### src/hw/rtl/hash_table_triangular_probe_top_defines.svh
// Assertion macros used by the hash table probe sequencer.
`ifndef HASH_TABLE_TRIANGULAR_PROBE_TOP_DEFINES_SVH
`define HASH_TABLE_TRIANGULAR_PROBE_TOP_DEFINES_SVH

// Clocked assertion that is switched off while reset is high.
`define HTH_ASSERT(label, prop, msg) \
  label: assert property (@(posedge clk) disable iff (rst) (prop)) else $error(msg);

// Clocked assertion that also holds during reset.
`define HTH_ASSERT_ALWAYS(label, prop, msg) \
  label: assert property (@(posedge clk) (prop)) else $error(msg);

`endif

### src/hw/rtl/hth_pkg.sv
// Package with the request, result and status types of the hash table.
package hth_pkg;

  // Fixed field widths of the stream payloads.
  localparam int KEY_WORD_W   = 64;
  localparam int KEY_HASH_W   = 32;
  localparam int STORE_VAL_W  = 32;
  localparam int SLOT_INDEX_W = 10;
  localparam int READ_VAL_W   = 32;
  localparam int S_TDATA_W    = KEY_WORD_W + KEY_HASH_W + STORE_VAL_W;
  localparam int M_TDATA_W    = 48;

  // Request kinds.
  localparam logic REQ_LOOKUP = 1'b0;
  localparam logic REQ_STORE  = 1'b1;

  // Result status codes.
  typedef enum logic [1:0] {
    ST_FOUND    = 2'd0,
    ST_ABSENT   = 2'd1,
    ST_INSERTED = 2'd2,
    ST_FULL     = 2'd3
  } status_t;

  // One request as it enters the probe engine.
  typedef struct packed {
    logic                   req_type;
    logic [KEY_WORD_W-1:0]  key_word;
    logic [KEY_HASH_W-1:0]  key_hash;
    logic [STORE_VAL_W-1:0] store_value;
  } req_t;

  // One result as it leaves the probe engine.
  typedef struct packed {
    status_t                 status;
    logic [SLOT_INDEX_W-1:0] slot_index;
    logic [READ_VAL_W-1:0]   read_value;
  } result_t;

endpackage

### src/hw/rtl/hth_probe_fsm.sv
// Probe sequencer: clearing pass, triangular probe, update and insert.
`include "hash_table_triangular_probe_top_defines.svh"

module hth_probe_fsm #(
  parameter int CAPACITY    = 1024,
  parameter int KEY_WIDTH   = 64,
  parameter int VALUE_WIDTH = 32
) (
  input  logic                                 clk,
  input  logic                                 rst,
  input  logic                                 in_valid,
  output logic                                 in_ready,
  input  hth_pkg::req_t                        in_req,
  output logic                                 res_valid,
  input  logic                                 res_ready,
  output hth_pkg::result_t                     res,
  output logic                                 rd_en,
  output logic [$clog2(CAPACITY)-1:0]          rd_addr,
  input  logic [KEY_WIDTH+VALUE_WIDTH:0]       rd_data,
  output logic                                 wr_en,
  output logic [$clog2(CAPACITY)-1:0]          wr_addr,
  output logic [KEY_WIDTH+VALUE_WIDTH:0]       wr_data
);

  localparam int IW = $clog2(CAPACITY);
  localparam int CW = IW + 1;
  localparam int EW = 1 + KEY_WIDTH + VALUE_WIDTH;
  localparam int SlotW = hth_pkg::SLOT_INDEX_W;
  localparam int ValW  = hth_pkg::READ_VAL_W;
  localparam logic [CW-1:0] LoadLimit = CW'((CAPACITY * 3) / 4);
  localparam logic [CW-1:0] MaxStep   = CW'(CAPACITY);
  localparam logic [IW-1:0] LastAddr  = IW'(CAPACITY - 1);

  typedef enum logic [1:0] {
    S_CLEAR,
    S_IDLE,
    S_CHECK,
    S_RESP
  } state_t;

  state_t                 state;
  logic [IW-1:0]          clr_addr;
  logic [IW-1:0]          pos;
  logic [CW-1:0]          step;
  logic                   req_is_store;
  logic [KEY_WIDTH-1:0]   req_key;
  logic [VALUE_WIDTH-1:0] req_val;
  logic [CW-1:0]          entry_count;

  logic                   ent_valid;
  logic [KEY_WIDTH-1:0]   ent_key;
  logic [VALUE_WIDTH-1:0] ent_val;
  logic                   stop;
  logic                   exhausted;
  logic                   do_insert;
  logic                   do_update;
  hth_pkg::result_t       res_next;

  // Fields of the slot that was read in the previous cycle.
  assign ent_valid = rd_data[EW-1];
  assign ent_key   = rd_data[VALUE_WIDTH +: KEY_WIDTH];
  assign ent_val   = rd_data[VALUE_WIDTH-1:0];

  // Probe decisions for the slot under test.
  assign stop      = !ent_valid || (ent_key == req_key);
  assign exhausted = (step == MaxStep);
  assign do_update = (state == S_CHECK) && stop && req_is_store && ent_valid;
  assign do_insert = (state == S_CHECK) && stop && req_is_store && !ent_valid &&
                     (entry_count < LoadLimit);

  assign in_ready = (state == S_IDLE);

  // Read address: home slot on a new request, next triangular slot while probing.
  always_comb begin
    rd_en   = 1'b0;
    rd_addr = pos + step[IW-1:0];
    unique case (state)
      S_IDLE: begin
        rd_en   = in_valid;
        rd_addr = in_req.key_hash[IW-1:0];
      end
      S_CHECK: begin
        rd_en = !stop && !exhausted;
      end
      default: begin
        rd_en = 1'b0;
      end
    endcase
  end

  // Write port: clearing pass after reset, or the update or insert of a store.
  always_comb begin
    wr_en   = 1'b0;
    wr_addr = pos;
    wr_data = {1'b1, req_key, req_val};
    if (state == S_CLEAR) begin
      wr_en   = 1'b1;
      wr_addr = clr_addr;
      wr_data = '0;
    end else if (do_update || do_insert) begin
      wr_en = 1'b1;
    end
  end

  // Result of the request once the probe has stopped or run out.
  always_comb begin
    res_next.status     = hth_pkg::ST_FULL;
    res_next.slot_index = '0;
    res_next.read_value = '0;
    if (!req_is_store) begin
      if (stop && ent_valid) begin
        res_next.status     = hth_pkg::ST_FOUND;
        res_next.slot_index = SlotW'(pos);
        res_next.read_value = ValW'(ent_val);
      end else begin
        res_next.status = hth_pkg::ST_ABSENT;
      end
    end else if (do_update) begin
      res_next.status     = hth_pkg::ST_FOUND;
      res_next.slot_index = SlotW'(pos);
      res_next.read_value = ValW'(req_val);
    end else if (do_insert) begin
      res_next.status     = hth_pkg::ST_INSERTED;
      res_next.slot_index = SlotW'(pos);
      res_next.read_value = ValW'(req_val);
    end
  end

  // Sequencer state and registered result.
  always_ff @(posedge clk) begin
    if (rst) begin
      state       <= S_CLEAR;
      clr_addr    <= '0;
      entry_count <= '0;
      res_valid   <= 1'b0;
    end else begin
      unique case (state)
        S_CLEAR: begin
          clr_addr <= clr_addr + 1'b1;
          if (clr_addr == LastAddr) begin
            state <= S_IDLE;
          end
        end
        S_IDLE: begin
          if (in_valid) begin
            req_is_store <= (in_req.req_type == hth_pkg::REQ_STORE);
            req_key      <= KEY_WIDTH'(in_req.key_word);
            req_val      <= VALUE_WIDTH'(in_req.store_value);
            pos          <= in_req.key_hash[IW-1:0];
            step         <= CW'(1);
            state        <= S_CHECK;
          end
        end
        S_CHECK: begin
          if (stop || exhausted) begin
            res       <= res_next;
            res_valid <= 1'b1;
            state     <= S_RESP;
            if (do_insert) begin
              entry_count <= entry_count + 1'b1;
            end
          end else begin
            pos  <= rd_addr;
            step <= step + 1'b1;
          end
        end
        S_RESP: begin
          if (res_ready) begin
            res_valid <= 1'b0;
            state     <= S_IDLE;
          end
        end
        default: begin
          state <= S_IDLE;
        end
      endcase
    end
  end

  // Occupancy never passes the load limit.
  `HTH_ASSERT(a_count_limit, entry_count <= LoadLimit, "entry count above load limit")
  // Occupancy only grows, and by one at a time.
  `HTH_ASSERT(a_count_step, (!$past(rst) && entry_count != $past(entry_count)) |-> (entry_count == $past(entry_count) + 1'b1), "entry count changed by other than one")
  // The probe step stays within one full sweep of the table.
  `HTH_ASSERT(a_step_range, (state == S_CHECK) |-> (step != '0 && step <= MaxStep), "probe step out of range")
  // A result that is not taken holds.
  `HTH_ASSERT(a_res_hold, (res_valid && !res_ready) |=> (res_valid && $stable(res)), "pending result changed")

endmodule

### config.mk
export PLATFORM = sky130hd
export DESIGN_NAME = hth_probe_fsm
export DESIGN_NICKNAME = d
export VERILOG_FILES = /design/src/hw/rtl/hth_pkg.sv /design/src/hw/rtl/hth_probe_fsm.sv
export VERILOG_INCLUDE_DIRS = /design/src /design/src/hw/rtl
export SDC_FILE = /design/constraint.sdc
export NUM_CORES = 1
export LEC_CHECK = 0
export BUFFER_PORTS_ARGS = -buffer_cell sky130_fd_sc_hd__buf_2
export CORE_AREA = 2 2 153 155
export DETAILED_ROUTE_END_ITERATION = 7
export DIE_AREA = 0 0 155 157
export PLACE_DENSITY = 0.68
export SLEW_MARGIN = 20
export SYNTH_ARGS = -nofsm -noshare
export SYNTH_HDL_FRONTEND = slang
export SYNTH_SLANG_ARGS = --single-unit
### constraint.sdc
create_clock -name clk -period 7.9 [get_ports clk]
set_input_delay 0.79 -clock clk [delete_from_list [all_inputs] [get_ports clk]]
set_output_delay 0.79 -clock clk [all_outputs]
set_load 0.05 [all_outputs]
==> results.json, run 1 <==
{
  "crit_arrival_ps": 3320,
  "antenna_left": 0,
  "syn_nets": 939,
  "place_area_um2": 11050,
  "synth_edf_count": 162,
  "start_util_pct": 39.66,
  "netlist_area_um2": 8925,
  "tns_ps": 0,
  "wl_per_cell_um": 17.92,
  "hold_end": "entry_count[10]$_SDFFE_PP0P_",
  "rows": 55,
  "cts_buffer_depth": 2,
  "gp_congestion": 0.8083,
  "reg2reg_from": "state[1]$_SDFFE_PP0P_",
  "ir_worst_vdd_mv": 0.1203,
  "synth.yosys.seq_area_share_pct": 59.89,
  "grt-ovfl-total": 0,
  "yosysWarnings": 0,
  "synth_top_area_share_pct": 54.51,
  "drive_above_1_share_pct": 41.25,
  "grt_max_degree": 77,
  "path_clk_slew_ps": 70,
  "via_per_inst": 4.897,
  "end_kind": "output pin",
  "power_density_nw_per_um2": 202.0,
  "yosysTopAreaCell": "edfxtp_1",
  "drc": 0,
  "synth_cell_types": 57,
  "dpl.hpwl_um": 18400,
  "portBuffers": 372,
  "timing.final.crit_share_pct": 51.99,
  "r2r-end": "req_key[53]$_DFFE_PP_",
  "cts-root-buf": "clkbuf_16",
  "max_cap_viol_count": 0,
  "start_kind": "flip-flop",
  "cp_max_fo": 44,
  "whs_ps": 505.8,
  "cts-htree-levels": 4,
  "die_area_um2": 24340,
  "synth_ff_type": "edfxtp_1",
  "cellLeakagePower_uw": 0.004801,
  "muxShareOfSynthArea_pct": 2.608,
  "fmax_mhz": 243.5,
  "worst_ep_required_time_ps": 7110,
  "post_cts_buffers": 0,
  "hp-class": "reg -> reg",
  "final_max_slew_viol_count": 0,
  "insertion_delay_ps": 430,
  "holdBufCountCts": 0,
  "synth_fa_ha_area_share_pct": 2.748,
  "synth-seq-cells": 186,
  "grt_setup_unrepaired": "false",
  "setup-violations-final": 0,
  "synthTopCellsByArea": "edfxtp_1 (55%), xnor2_1 (7.2%), nor2b_1 (6.9%)",
  "ff2ff_setup_slack_ps": 4500,
  "layout.nets": 1305,
  "cts_buffers": 17,
  "first_pass_iters": 4,
  "final-hold-violation-count": 0,
  "max_slew_margin_pct": 35.74,
  "grt_use_total_pct": 19.55,
  "synth_top_family_by_area": "simple AND/OR/NAND/NOR gates",
  "synth_xor_area_share_pct": 9.127,
  "grt_pass1_vias": 6554,
  "grt_pass1_wl_um": 35950,
  "routed_wl_um": 24290,
  "netlist_instances": 690,
  "fin_area_um2": 11620,
  "worstHoldStart": "entry_count[10]$_SDFFE_PP0P_",
  "power_uw": 2348,
  "skew_ps": 17.11,
  "synth_compound_area_share_pct": 7.795,
  "fin_crit_ps": 4107,
  "area_growth_pct": 30.25,
  "crit_type": "reg -> out",
  "die_w_um": 155,
  "fillers": 2030,
  "core_area_um2": 22500,
  "status": "finished, final reports clean",
  "synth_area_per_cell_um2": 12.93,
  "cts-resized-gates": 0,
  "worstMarginPinSlew_ps": 964.0,
  "io_pins": 395,
  "utilization_pct": 51.66,
  "hold_depth": 1,
  "async_flop_share_pct": 0,
  "drt_iter0_markers": 334,
  "yosys.area_share.simple_pct": 15.18,
  "vias": 6636,
  "tritoncts": "built",
  "antenna_found_initial": 1,
  "die_h_um": 157,
  "ff2ff_path_depth": 5,
  "clock-sinks": 186
}
how the worst max path moves through the flow:
stage                                startpoint                      to  slack [ps]  cells past startpoint
after floorplan           state[1]$_SDFFE_PP0P_  req_is_store$_DFFE_PP_        1950                      5
after global placement              rd_data[74]                   wr_en        3860                      9
after detailed placement            rd_data[74]                   wr_en        3900                      9
after CTS                 state[0]$_SDFFE_PP0P_                   wr_en        3720                      8
after global routing      state[0]$_SDFFE_PP0P_                   wr_en        3530                      8
final                     state[0]$_SDFFE_PP0P_                   wr_en        3790                      8
per-stage QoR:
stage,setup WS (ps),instances
floorplan,1951,690
global placement,3863,1322
detailed placement,3900,1322
CTS,3718,1354
global route,3526,1355
finish,3793,1355
cell families after synthesis:
kind of cell	after synthesis
AO/OA/AOI/OAI	89
XOR/XNOR	93
adder cells (fa/ha/maj)	19
buffers and inverters	46
flip-flops	186
multiplexers	21
AND/OR/NAND/NOR	236
critical path: stages, from the launching register on:
cell and delay (ps):
dfxtp_1 340, inv_1 140, ha_1 630, nand2_1 190, a2111oi_4 550, a41o_1 160
buf_4 430, nand2b_1 170, buf_2 260
layer usage:
layer  up-vias  track usage, %  wire length, µm
met1      3129           22.70             9458
met3        19           5.837             1906
met5         -               0                0
li1       3226               -                -
met4         0           6.570              444
met2       262           34.58            12480
layout make-up:
| cell class | instances | area [µm²] | share of cell area [%] |
|---|---|---|---|
| Clock buffer | 18 | 429.2 | 3.692 |
| Antenna cell | 1 | 2.502 | 0.02153 |
| Multi-Input combinational cell | 458 | 3382 | 29.09 |
| Timing Repair Buffer | 378 | 1907 | 16.40 |
| Sequential cell | 186 | 5345 | 45.98 |
| Clock inverter | 14 | 146.4 | 1.259 |
| Inverter | 15 | 56.30 | 0.4843 |
| Tap cell | 285 | 356.6 | 3.067 |
flip-flops by register name, indices dropped and copies added (netlist names):
signal        cells
clr_addr         10
entry_count      11
pos              10
req_is_store      1
req_key          64
req_val          32
res              44
res_valid         1
state             2
step             11
power breakdown:
| group | internal (µW) | switching (µW) | leakage, µW | total (µW) |
|---|---|---|---|---|
| registers | 1080 | 16.0 | 0.00170 | 1100 |
| logic | 126 | 291 | 0.00281 | 417 |
| clock network | 422 | 411 | 0.000284 | 833 |
cell usage in the layout, fill, tap and decap left out, drive strengths merged, types with 5 or more instances in the layout:
cell type / synthesis / routed
a21oi: 6 / 6
a22o: 32 / 32
and3: 7 / 7
buf: 11 / 378
clkbuf: 20 / 18
clkinv: 0 / 6
dfxtp: 24 / 24
edfxtp: 162 / 162
ha: 18 / 18
inv: 15 / 23
mux2: 18 / 18
nand2: 26 / 26
nand2b: 5 / 5
nand3: 11 / 11
nand4: 23 / 23
nor2: 41 / 41
nor2b: 99 / 99
nor4: 5 / 5
o21a: 14 / 14
o21ai: 15 / 15
xnor2: 73 / 73
xor2: 20 / 20
synthesized netlist by cell type, types with 3 or more instances:
library cell	number
edfxtp_1	162
nor2b_1	99
xnor2_1	73
nor2_1	41
a22o_1	32
nand2_1	26
dfxtp_1	24
nand4_1	21
clkbuf_1	20
xor2_1	20
ha_1	18
mux2_2	17
inv_1	15
o21a_1	14
o21ai_0	14
nand3_1	11
buf_6	8
and3_1	7
a21oi_1	6
nand2b_1	5
and2_1	4
nor4_2	4
mux2i_1	3
o31ai_1	3
or3_1	3
Power figures use the tool's default switching activity.
==> run 2, diff against run 1 <==
- CORE_AREA: 2 2 153 155 -> 2 2 152 154
- DIE_AREA: 0 0 155 157 -> 0 0 154 156
- PLACE_DENSITY: 0.68 -> 0.71
- clock period: 7.9 -> 3.55 ns (I/O delays scaled with it)
==> run 2 against run 1 <==
Compared with the run above:
- clock power rose by 130%
- worst setup slack got worse by 3600 ps
- worst hold slack got worse by 400 ps
- clock skew decreased by 4.9 ps
- die area decreased by 1.3%
- clock-buffer cell count rose by 1
- final area up 0.58%
- sequential cell count unchanged
- critical path type unchanged
- critical endpoint is now rd_addr[8]
==> results.json, run 2 (synthesis gave the netlist of run 1 again) <==
{
  "status": "finished, final reports clean",
  "die_h_um": 156,
  "max_slew_margin_pct": 45.10,
  "setup-violations-final": 0,
  "final-hold-violation-count": 0,
  "largest_register_ffs": 64,
  "regMostFlops": "req_key",
  "tns_ps": 0,
  "layout.nets": 1307,
  "wl_per_cell_um": 18.35,
  "cp_max_fo": 5,
  "crit_type": "reg -> out",
  "grt_pass1_wl_um": 37280,
  "worstHoldStart": "in_req[104]",
  "start_util_pct": 39.90,
  "end_kind": "output pin",
  "fin_crit_ps": 3320,
  "power_density_nw_per_um2": 450.2,
  "hp-class": "in -> reg",
  "io_pins": 395,
  "start_kind": "flip-flop",
  "fmax_mhz": 301.2,
  "worst_ep_required_time_ps": 3190,
  "p_comb_share_pct": 17.8,
  "vias": 6669,
  "antenna_left": 0,
  "holdBufCountCts": 0,
  "p_sw_uw": 1524,
  "grt_setup_unrepaired": "false",
  "cellLeakagePower_uw": 0.004815,
  "via_per_inst": 4.911,
  "timing.final.crit_share_pct": 93.53,
  "final_max_slew_viol_count": 0,
  "drive_above_1_share_pct": 41.08,
  "gp_congestion": 0.8720,
  "tritoncts": "built",
  "die_area_um2": 24020,
  "portBuffers": 372,
  "post_cts_buffers": 0,
  "core_area_um2": 22370,
  "max_cap_viol_count": 0,
  "r2r-end": "res[21]$_DFFE_PP_",
  "drt_iter0_markers": 274,
  "clock-sinks": 186,
  "hold_depth": 1,
  "cts_buffers": 17,
  "clkPwrFrac_pct": 35.8,
  "layout_commonest_cell": "buf_2",
  "reg2reg_from": "req_key[40]$_DFFE_PP_",
  "dpl.hpwl_um": 18910,
  "drc": 0,
  "insertion_delay_ps": 420,
  "grt_use_total_pct": 20.53,
  "ff2ff_setup_slack_ps": 830,
  "routed_wl_um": 24920,
  "p_seq_share_pct": 46.4,
  "cts-root-buf": "clkbuf_16",
  "intPower_uw": 3740,
  "reg_top3": "req_key x64, res x44, req_val x32",
  "cts-htree-levels": 4,
  "ir_worst_vdd_mv": 0.2806,
  "rows": 55,
  "ff2ff_path_depth": 7,
  "grt_max_degree": 74,
  "first_pass_iters": 4,
  "cts_buffer_depth": 2,
  "path_clk_slew_ps": 70,
  "switching_share_pct": 28.96,
  "worstMarginPinSlew_ps": 823.5,
  "cts-resized-gates": 0,
  "antenna_found_initial": 4,
  "crit_arrival_ps": 2970,
  "mostFrequentLayoutCells": "buf_2 (372), edfxtp_1 (162), nor2b_1 (99), xnor2_1 (73), nor2_1 (40)",
  "grt-ovfl-total": 0,
  "area_growth_pct": 31.01,
  "die_w_um": 154,
  "grt_pass1_vias": 6677,
  "power_uw": 5264,
  "skew_ps": 12.17,
  "hold_end": "req_key[40]$_DFFE_PP_"
}
run 2: final cells by class:
class / instances / area (µm²)
Fill cell: 1985 / 10670
Antenna cell: 2 / 5.005
Timing Repair Buffer: 380 / 1959
Clock buffer: 19 / 432.9
Clock inverter: 13 / 142.6
Inverter: 15 / 56.30
Sequential cell: 186 / 5345
Tap cell: 285 / 356.6
Multi-Input combinational cell: 458 / 3395
run 2: per-stage QoR:
| step | hold slack, ps | utilization [%] | worst slack, ps | instance area, µm² | cells |
|---|---|---|---|---|---|
| 6_report | 104.8 | 52.28 | 229.7 | 11690 | 1358 |
| 3_5_place_dp | 499.3 | 49.68 | 685.9 | 11110 | 1324 |
| 5_1_grt | 78.21 | 52.28 | 81.18 | 11690 | 1358 |
| 4_1_cts | 79.58 | 52.26 | 238.7 | 11690 | 1356 |
| 3_3_place_gp | 485.6 | 49.68 | 730.3 | 11110 | 1324 |
| 2_1_floorplan | 453.9 | - | 53.07 | 8944 | 690 |
run 2: power groups by stage:
stage | combinational (µW) | clock, µW | sequential, µW
final | 935 | 1890 | 2440
after global routing | 998 | 2020 | 2450
after CTS | 946 | 1940 | 2440
after detailed placement | 941 | 0 | 2490
after global placement | 936 | 0 | 2490
after floorplan | 641 | 0 | 2480
run 2: critical path, cell delays in order (launching register included):
cell and delay (ps):
edfxtp_1 510, ha_1 270, inv_1 70, fa_1 190
nor2b_1 60, o21ai_0 200, a21oi_1 120, o21a_1 230
o21a_1 210, o311ai_1 340, buf_2 340
run 2: worst max-delay path by stage:
stage	startpoint	to	cells past startpoint	slack [ps]
2_1_floorplan	req_key[13]$_DFFE_PP_	res[0]$_DFFE_PP_	5	50
3_3_place_gp	pos[0]$_DFFE_PP_	rd_addr[8]	10	730
3_5_place_dp	rd_data[47]	res[31]$_DFFE_PP_	8	690
4_1_cts	pos[0]$_DFFE_PP_	rd_addr[8]	10	240
5_1_grt	pos[0]$_DFFE_PP_	rd_addr[8]	10	80
6_report	pos[0]$_DFFE_PP_	rd_addr[8]	10	230
run 2: per-layer routing:
metal | GRT usage, % | share of wire, %
met1 | 23.58 | 39
met2 | 37.01 | 52
met3 | 5.278 | 6.7
met4 | 7.477 | 2.6
met5 | 0 | 0.044
